===== config.mk =====
export PLATFORM = sky130hd
export DESIGN_NAME = delta_type_kvp_parser
export DESIGN_NICKNAME = d
export VERILOG_FILES = /design/src/hw/rtl/dtkp_pkg.sv /design/src/hw/rtl/delta_type_kvp_parser.sv /design/src/hw/rtl/dtkp_varint.sv /design/src/hw/rtl/dtkp_core.sv
export VERILOG_INCLUDE_DIRS = /design/src /design/src/hw/rtl
export SDC_FILE = /design/constraint.sdc
export NUM_CORES = 1
export LEC_CHECK = 0
export BUFFER_PORTS_ARGS = -buffer_cell sky130_fd_sc_hd__buf_2
export CAP_MARGIN = 10
export CORE_MARGIN = 5
export CORE_UTILIZATION = 30
export CTS_CLUSTER_DIAMETER = 50
export DETAILED_ROUTE_END_ITERATION = 7
export GPL_ROUTABILITY_DRIVEN = 0
export GPL_TIMING_DRIVEN = 0
export MAX_ROUTING_LAYER = met4
export SYNTH_ARGS = -nofsm -noshare
export SYNTH_HDL_FRONTEND = slang
export SYNTH_SLANG_ARGS = --single-unit
export TNS_END_PERCENT = 5

===== constraint.sdc =====
create_clock -name clk -period 5.2 [get_ports clk]
set_input_delay 1.04 -clock clk [delete_from_list [all_inputs] [get_ports clk]]
set_output_delay 1.04 -clock clk [all_outputs]
set_load 0.02 [all_outputs]

===== src/hw/rtl/delta_type_kvp_parser_assert.svh =====
// Assertion macros for the parser top level, delta_type_kvp_parser.
// Each macro expects signals named clk and arst_n in the including module.
`ifndef DELTA_TYPE_KVP_PARSER_ASSERT_SVH
`define DELTA_TYPE_KVP_PARSER_ASSERT_SVH

// Same-cycle implication, checked at every rising edge outside reset.
`define DTKP_ASSERT_NOW(label, ante, cons) \
	label: assert property (@(posedge clk) disable iff (!arst_n) (ante) |-> (cons)) \
		else $error("dtkp assertion failed");

// Next-cycle implication, checked at every rising edge outside reset.
`define DTKP_ASSERT_NEXT(label, ante, cons) \
	label: assert property (@(posedge clk) disable iff (!arst_n) (ante) |=> (cons)) \
		else $error("dtkp assertion failed");

`endif


===== src/hw/rtl/dtkp_pkg.sv =====
// Shared types and codes for the delta-coded key-value-pair parser.
// No dependencies; used by dtkp_core and delta_type_kvp_parser.
`timescale 1ns / 1ps

package dtkp_pkg;

	typedef enum logic [1:0] {
		PH_DELTA   = 2'd0,
		PH_VALUE   = 2'd1,
		PH_LENGTH  = 2'd2,
		PH_PAYLOAD = 2'd3
	} phase_t;

	typedef enum logic [2:0] {
		ROLE_DELTA   = 3'd0,
		ROLE_VALUE   = 3'd1,
		ROLE_LENGTH  = 3'd2,
		ROLE_PAYLOAD = 3'd3,
		ROLE_DISCARD = 3'd4
	} role_t;

	typedef enum logic [1:0] {
		ERR_NONE     = 2'd0,
		ERR_TYPE_OVF = 2'd1,
		ERR_LEN      = 2'd2,
		ERR_TRUNC    = 2'd3
	} err_t;

	typedef struct packed {
		logic [7:0] data;
		logic       first;
		logic       last;
	} in_item_t;

	typedef struct packed {
		role_t        byte_role;
		logic [7:0]   data;
		logic [63:0]  etype;
		logic         isv;
		logic [15:0]  vlen;
		logic [16:0]  raw;
		logic         done;
		logic         bdone;
		err_t         err;
	} result_t;

endpackage


===== src/hw/rtl/delta_type_kvp_parser.sv =====
// Channel   | Signals                                    | Direction
// item      | item_valid/item_ready, data_byte, first_of_buffer, last_of_buffer | in
// result    | result_valid/result_ready, byte_role .. error_code | out
//
// One byte per cycle sustained while results are taken; a byte's result is offered
// from the result register, behind the input register. The type path (varint shift
// plus a 64-bit add and carry check) sets the cycle time. Reset clears the parser
// to the start of a buffer. A stalled result holds the decode stage; the input
// register still takes one byte, then item_ready drops until the result is taken.
//
// Top level of the parser; depends on dtkp_pkg, dtkp_core and the assert header.
`timescale 1ns / 1ps
`include "delta_type_kvp_parser_assert.svh"

module delta_type_kvp_parser #(
	parameter int unsigned MAX_VALUE_LENGTH = 65535
) (
	input  logic        clk,
	input  logic        arst_n,
	input  logic        item_valid,
	output logic        item_ready,
	input  logic [7:0]  data_byte,
	input  logic        first_of_buffer,
	input  logic        last_of_buffer,
	output logic        result_valid,
	input  logic        result_ready,
	output logic [2:0]  byte_role,
	output logic [7:0]  data_out,
	output logic [63:0] entry_type,
	output logic        value_is_varint,
	output logic [15:0] value_length,
	output logic [16:0] raw_length,
	output logic        entry_done,
	output logic        buffer_done,
	output logic [1:0]  error_code
);

	dtkp_pkg::in_item_t item_s1;
	logic               valid_s1;
	dtkp_pkg::result_t  res_n;
	dtkp_pkg::result_t  res_s2;
	logic               valid_s2;
	logic               advance;
	logic               out_discard;
	logic               out_clean_end;
	logic               out_closing;

	assign advance    = valid_s1 && (!valid_s2 || result_ready);
	assign item_ready = !valid_s1 || advance;

	always_ff @(posedge clk or negedge arst_n) begin
		if (!arst_n) begin
			valid_s1 <= 1'b0;
		end else if (item_ready) begin
			valid_s1 <= item_valid;
		end
	end

	always_ff @(posedge clk) begin
		if (item_ready && item_valid) begin
			item_s1 <= '{data: data_byte, first: first_of_buffer, last: last_of_buffer};
		end
	end

	dtkp_core #(
		.MAX_VALUE_LENGTH (MAX_VALUE_LENGTH)
	) u_core (
		.clk     (clk),
		.arst_n  (arst_n),
		.step_en (advance),
		.item    (item_s1),
		.result  (res_n)
	);

	always_ff @(posedge clk or negedge arst_n) begin
		if (!arst_n) begin
			valid_s2 <= 1'b0;
		end else if (advance) begin
			valid_s2 <= 1'b1;
		end else if (result_ready) begin
			valid_s2 <= 1'b0;
		end
	end

	always_ff @(posedge clk) begin
		if (advance) begin
			res_s2 <= res_n;
		end
	end

	assign result_valid    = valid_s2;
	assign byte_role       = res_s2.byte_role;
	assign data_out        = res_s2.data;
	assign entry_type      = res_s2.etype;
	assign value_is_varint = res_s2.isv;
	assign value_length    = res_s2.vlen;
	assign raw_length      = res_s2.raw;
	assign entry_done      = res_s2.done;
	assign buffer_done     = res_s2.bdone;
	assign error_code      = res_s2.err;

	assign out_discard   = valid_s2 && res_s2.byte_role == dtkp_pkg::ROLE_DISCARD;
	assign out_clean_end = res_s2.done && res_s2.err == dtkp_pkg::ERR_NONE;
	assign out_closing   = res_s2.byte_role != dtkp_pkg::ROLE_DELTA
		&& res_s2.byte_role != dtkp_pkg::ROLE_DISCARD;

	// A discarded byte only follows a latched error.
	`DTKP_ASSERT_NOW(a_discard_has_err, out_discard, res_s2.err != dtkp_pkg::ERR_NONE)
	// A clean buffer end is always an entry end without error.
	`DTKP_ASSERT_NOW(a_bdone_clean, valid_s2 && res_s2.bdone, out_clean_end)
	// Type-delta and discarded bytes never close an entry.
	`DTKP_ASSERT_NOW(a_done_role, valid_s2 && res_s2.done, out_closing)
	// A byte waiting in the input register is kept until the decode stage takes it.
	`DTKP_ASSERT_NEXT(a_s1_hold, valid_s1 && !advance, valid_s1 && $stable(item_s1))
	// Taking a new result while the old one is unread would lose it.
	`DTKP_ASSERT_NOW(a_no_overwrite, advance && valid_s2, result_ready)

endmodule


===== src/hw/rtl/dtkp_varint.sv =====
// One byte step of a QUIC variable-length integer decoder.
// Purely combinational; no package dependencies.
`timescale 1ns / 1ps

module dtkp_varint (
	input  logic        busy,
	input  logic [61:0] acc,
	input  logic [2:0]  left,
	input  logic [7:0]  data,
	output logic [61:0] acc_next,
	output logic [2:0]  left_next,
	output logic        complete
);

	always_comb begin
		if (!busy) begin
			// The two-bit prefix selects 1, 2, 4 or 8 bytes in total.
			acc_next = {56'd0, data[5:0]};
			unique case (data[7:6])
				2'd0: left_next = 3'd0;
				2'd1: left_next = 3'd1;
				2'd2: left_next = 3'd3;
				default: left_next = 3'd7;
			endcase
		end else begin
			acc_next  = {acc[53:0], data};
			left_next = left - 3'd1;
		end
		complete = (left_next == 3'd0);
	end

endmodule


===== src/hw/rtl/dtkp_core.sv =====
// Parser state and per-byte decode: one byte in, one result out, same cycle.
// Depends on dtkp_pkg and dtkp_varint.
`timescale 1ns / 1ps

module dtkp_core #(
	parameter int unsigned MAX_VALUE_LENGTH = 65535
) (
	input  logic               clk,
	input  logic               arst_n,
	input  logic               step_en,
	input  dtkp_pkg::in_item_t item,
	output dtkp_pkg::result_t  result
);

	typedef struct packed {
		logic             fep;
		logic [63:0]      prev;
		logic [63:0]      cur;
		dtkp_pkg::phase_t phase;
		logic [61:0]      acc;
		logic [2:0]       left;
		logic             busy;
		logic [15:0]      pbl;
		logic [16:0]      cnt;
		dtkp_pkg::err_t   err;
		logic [15:0]      held;
	} kvp_state_t;

	localparam kvp_state_t StReset = '{
		fep:   1'b1,
		prev:  64'd0,
		cur:   64'd0,
		phase: dtkp_pkg::PH_DELTA,
		acc:   62'd0,
		left:  3'd0,
		busy:  1'b0,
		pbl:   16'd0,
		cnt:   17'd0,
		err:   dtkp_pkg::ERR_NONE,
		held:  16'd0
	};

	kvp_state_t  st_q;
	kvp_state_t  st_e;
	kvp_state_t  st_n;
	logic [61:0] vacc;
	logic [2:0]  vleft;
	logic        vdone;
	logic [64:0] sum;
	logic [63:0] type_v;
	logic [15:0] size_v;

	// A first mark drops whatever the previous buffer left behind.
	assign st_e = item.first ? StReset : st_q;
	assign sum  = {1'b0, st_e.prev} + {3'd0, vacc};

	dtkp_varint u_varint (
		.busy      (st_e.busy),
		.acc       (st_e.acc),
		.left      (st_e.left),
		.data      (item.data),
		.acc_next  (vacc),
		.left_next (vleft),
		.complete  (vdone)
	);

	always_comb begin
		unique case (item.data[7:6])
			2'd0: size_v = 16'd1;
			2'd1: size_v = 16'd2;
			2'd2: size_v = 16'd4;
			default: size_v = 16'd8;
		endcase
	end

	always_comb begin
		st_n   = st_e;
		type_v = st_e.fep ? {2'd0, vacc} : sum[63:0];
		result = '{
			byte_role: dtkp_pkg::ROLE_DISCARD,
			data:      item.data,
			etype:     64'd0,
			isv:       1'b0,
			vlen:      16'd0,
			raw:       17'd0,
			done:      1'b0,
			bdone:     1'b0,
			err:       dtkp_pkg::ERR_NONE
		};
		if (st_e.err == dtkp_pkg::ERR_NONE) begin
			st_n.cnt = st_e.cnt + 17'd1;
			unique case (st_e.phase)
				dtkp_pkg::PH_DELTA: begin
					result.byte_role = dtkp_pkg::ROLE_DELTA;
					st_n.acc  = vacc;
					st_n.left = vleft;
					st_n.busy = !vdone;
					if (vdone) begin
						if (!st_e.fep && sum[64]) begin
							st_n.err = dtkp_pkg::ERR_TYPE_OVF;
						end else begin
							st_n.cur   = type_v;
							st_n.prev  = type_v;
							st_n.fep   = 1'b0;
							st_n.phase = type_v[0] ? dtkp_pkg::PH_LENGTH
								: dtkp_pkg::PH_VALUE;
							result.etype = type_v;
							result.isv   = !type_v[0];
						end
					end
				end
				dtkp_pkg::PH_VALUE: begin
					result.byte_role = dtkp_pkg::ROLE_VALUE;
					result.etype     = st_e.cur;
					result.isv       = 1'b1;
					// The encoded size is taken from the first byte of the value.
					if (!st_e.busy) begin
						st_n.held = size_v;
					end
					result.vlen = st_n.held;
					st_n.acc    = vacc;
					st_n.left   = vleft;
					st_n.busy   = !vdone;
					result.done = vdone;
				end
				dtkp_pkg::PH_LENGTH: begin
					result.byte_role = dtkp_pkg::ROLE_LENGTH;
					result.etype     = st_e.cur;
					st_n.acc  = vacc;
					st_n.left = vleft;
					st_n.busy = !vdone;
					if (vdone) begin
						if (vacc > 62'(MAX_VALUE_LENGTH)) begin
							st_n.err = dtkp_pkg::ERR_LEN;
						end else begin
							st_n.held   = vacc[15:0];
							result.vlen = vacc[15:0];
							if (vacc[15:0] == 16'd0) begin
								result.done = 1'b1;
							end else begin
								st_n.pbl   = vacc[15:0];
								st_n.phase = dtkp_pkg::PH_PAYLOAD;
							end
						end
					end
				end
				default: begin
					result.byte_role = dtkp_pkg::ROLE_PAYLOAD;
					result.etype     = st_e.cur;
					result.vlen      = st_e.held;
					st_n.pbl         = st_e.pbl - 16'd1;
					result.done      = (st_n.pbl == 16'd0);
				end
			endcase
			result.raw = st_n.cnt;
			if (result.done) begin
				st_n.phase = dtkp_pkg::PH_DELTA;
				st_n.cnt   = 17'd0;
			end
			if (item.last && st_n.err == dtkp_pkg::ERR_NONE) begin
				if (result.done) begin
					result.bdone = 1'b1;
				end else begin
					st_n.err = dtkp_pkg::ERR_TRUNC;
				end
			end
		end
		result.err = st_n.err;
		// The byte after a last mark always opens a fresh buffer.
		if (item.last) begin
			st_n = StReset;
		end
	end

	always_ff @(posedge clk or negedge arst_n) begin
		if (!arst_n) begin
			st_q <= StReset;
		end else if (step_en) begin
			st_q <= st_n;
		end
	end

endmodule

==> impl_results.md <==
- Vias in the first global route: 18500
- Flops & latches, synth: 365
- Final Hold Viols: 0
- WL/cell: 23.0 um
- Synth Flop Type: dfrtp_1
- Sequential fraction of the synthesis area: 45.2%
- Largest stage delay on the critical path: 0.45 ns
- Reg power frac: 41.2%
- Leakage power total: 11.5 nW
- Critical-path top delay cell: ha_2
- Count of cell types in the netlist: 105
- First-pass GRT wire length: 119 mm
- Cts hold-fix bufs: 0
- Final std cells w/o fill: 3476
- Critical Path AT: 5.40 ns
- FP Rows: 98
- Crit Path Category: flip-flop to flip-flop
- Worst hold margin: 0.348 ns
- DRT Pass-1 Iters: 6
- RSZ-0062 raised after global routing: yes
- Max rail drop VDD: 0.000241 V
- Via-per-instance ratio: 5.58
- Post-synthesis cell count: 2298
- Initial antenna violation count: 1
- Crit path cell chain: buf_6, buf_6, clkbuf_8, clkbuf_4, buf_4, buf_6, nor2_1, ha_2, nand4_1, nor2_1, nand2_1, nor3_2, o211ai_4, a21oi_2, nand3b_1, buf_4, buf_4, o21ai_0
- DR DRC count: 0
- P_sw: 2.23 mW
- Final Critical Period: 5.11 ns
- Status: completed
- DP Worst Slack: -2.87 ns
- Clk_lat worst skew: 0.62 ns
- CP Max Fanout: 10
- Antenna viol nets, final: 0
- Die width: 278 um
- Via Count: 19400
- Clock Power Share: 46.2%
- Pint: 5.48 mW
- Full die area: 77300 sq um
- Slew Viols, Final: 0
- CTS tree: done
- CP Launch Type: flip-flop
- H-tree depth: 2
- Post-DP HPWL: 58.5 mm
- Tightest Pin Transition: 1.18 ns
- Share of cells above drive strength 1: 13.7%
- Hold WC Path Type: primary input to async pin
- Syn-to-layout area delta: 18.3%
- Critical path required time: 5.49 ns
- Clock Sinks: 365
- Clk buf depth: 3
- Combinational Power Share: 12.6%
- Max_cap viols: 0
- Final setup viols: 0
- Placed cells: 3379
- Core area: 71400 sq um
- Number of enable flip-flop cells after synthesis: 123
- Yosys Warn Count: 0
- ANT cells: 0
- Pwr dens: 302 nW/um^2
- Congestion Overflow GR: 0
- Mapped Area: 21600 sq um
- Syn_nets: 2382
- Async S/R FF share, synth: 66.3%
- Worst r2r src: item_s1[1]
- Worst Slack Setup Final: 0.0907 ns
- Clock transition at path regs: 0.06 ns
- Starting Density: 30.2%
- Clock root buffer: clkbuf_16
- Port Buffers: 128
- Starting DRT DRC Count: 2083
- Critical path capture point type: flip-flop
- CTS buffer count: 51
- Avg Cell Area, Syn: 9.38 sq um
- Largest net degree at the start of global routing: 118
- Slew headroom: 21.6%
- WL final: 80.1 mm
- Die Span Y: 278 um
- I/O pin cnt: 129
- Switch share: 28.9%
- Max Freq: 196 MHz
- Gr usage total: 20.5%
- Tcrit/Tclk final: 98.3%
- Critical Path Source: item_s1[1]
- Final Power: 7.70 mW
- Final clock skew: 0.0320 ns
- NumNets Final: 2568
critical path: cells and delay by family, from the launching register on:
kind                       cells  cell delay [ns]
and+or+nand+nor                6             1.26
AOI/OAI and AO/OA              3             0.69
adders and majority gates      1             0.45
buffers and inverters          8             1.96
DFF                            1             0.39
power by group through the flow:
stage | Clock (mW) | Combinational (mW) | Sequential, mW
floorplan | 0 | 0.449 | 3.28
CTS | 3.62 | 0.961 | 3.17
detailed placement | 0 | 0.942 | 3.23
global placement | 0 | 0.930 | 3.24
global route | 3.74 | 1.03 | 3.19
finish | 3.56 | 0.972 | 3.17
cell usage in the layout, fill, tap and decap left out, drive strengths merged, types with 16 or more instances in the layout:
cell type	Yosys	final
nor2	187	187
o211ai	18	18
nand2b	21	21
o21ai	170	170
a31oi	25	25
inv	66	72
a21o	106	106
clkinv	3	16
xor2	43	43
nand3	45	45
nand4	33	33
buf	38	182
xnor2	31	31
and2	64	64
clkbuf	107	166
nor3	43	43
nand2	251	251
nor4	23	23
a22o	122	122
edfxtp	123	123
a21oi	168	168
dfrtp	241	241
mux2i	18	18
o21bai	19	19
nor2b	64	64
ha	69	69
final cells by class:
type	count	area [sq um]
well taps	950	1190
repair buffers	144	843
flip-flops and latches	365	9750
multi-input cells	1719	11000
clock inverters	25	282
fillers	7256	45900
clock buffers	70	1450
inverters	69	259
plain buffers	134	712
metrics by stage:
step	cell area, sq um	utilization (%)	TNS, ns
after floorplan	21600	-	0
after global placement	23400	32.8	-880.39
after detailed placement	23500	32.9	-481.75
after CTS	25400	35.6	0
after global routing	25500	35.7	-0.229
final	25500	35.7	0
kinds of logic (layout without fill, tap and decap cells):
logic type               after synthesis  count (layout)  synth area share [%]
adder cells (fa/ha/maj)               70              70                  4.10
AO/OA/AOI/OAI                        768             768                  24.6
flip-flops                           365             365                  45.2
multiplexers                          21              21                 0.993
XOR/XNOR                              74              74                  3.01
buffers and inverters                214             442                  4.23
AND/OR/NAND/NOR                      786             786                  17.8
final timing paths:
kind | end | slack, ns | cells after the start
setup reg to reg | entry_type[2] | 0.09 | 18
hold / removal | valid_s1 | 0.35 | 1
min in group clk | u_core.st_q[215] | 0.47 | 1
hold reg to reg | u_core.st_q[215] | 0.47 | 1
max in group asynchronous | u_core.st_q[154] | 3.46 | 3
setup / recovery | entry_type[2] | 0.09 | 18
sequential cells by signal, summed over array words and instances, names as in the netlist:
name,count
item_s1,10
byte_role,3
raw_length,17
entry_done,1
value_length,16
valid_s1,1
buffer_done,1
u_core.st_q,240
entry_type,64
value_is_varint,1
error_code,2
data_out,8
result_valid,1
Yosys cell counts (40+ instances only):
library cell,n,area share [%]
and2_1,63,1.8
xor2_1,43,1.7
clkbuf_1,105,1.8
a21oi_1,165,3.8
nor2b_1,63,1.8
a22o_1,122,5.0
nand3_1,45,1.0
o21ai_0,151,3.5
dfrtp_1,241,28
nand2_1,248,4.3
a21o_1,106,3.7
nor2_1,185,3.2
nor3_1,40,0.93
ha_1,69,4.0
edfxtp_1,123,17
inv_1,66,1.1
metal layers:
| layer | track usage [%] | up-vias | routed length, um |
|---|---|---|---|
| li1 | - | 8808 | - |
| met1 | 27.3 | 9453 | 33800 |
| met2 | 31.1 | 931 | 35500 |
| met3 | 3.72 | 211 | 7080 |
| met4 | 8.32 | 0 | 3780 |
| met5 | - | - | 0 |
timing repair:
| action | in CTS | in global routing |
|---|---|---|
| hold endpoints to repair | 0 | 0 |
| cloned | 0 | 0 |
| pin swaps | 2 | 3 |
| setup endpoints to repair | 200 | 192 |
| gates resized for setup | 53 | 33 |
| buffers inserted | 7 | 6 |
(Power assumes the default switching activity.)
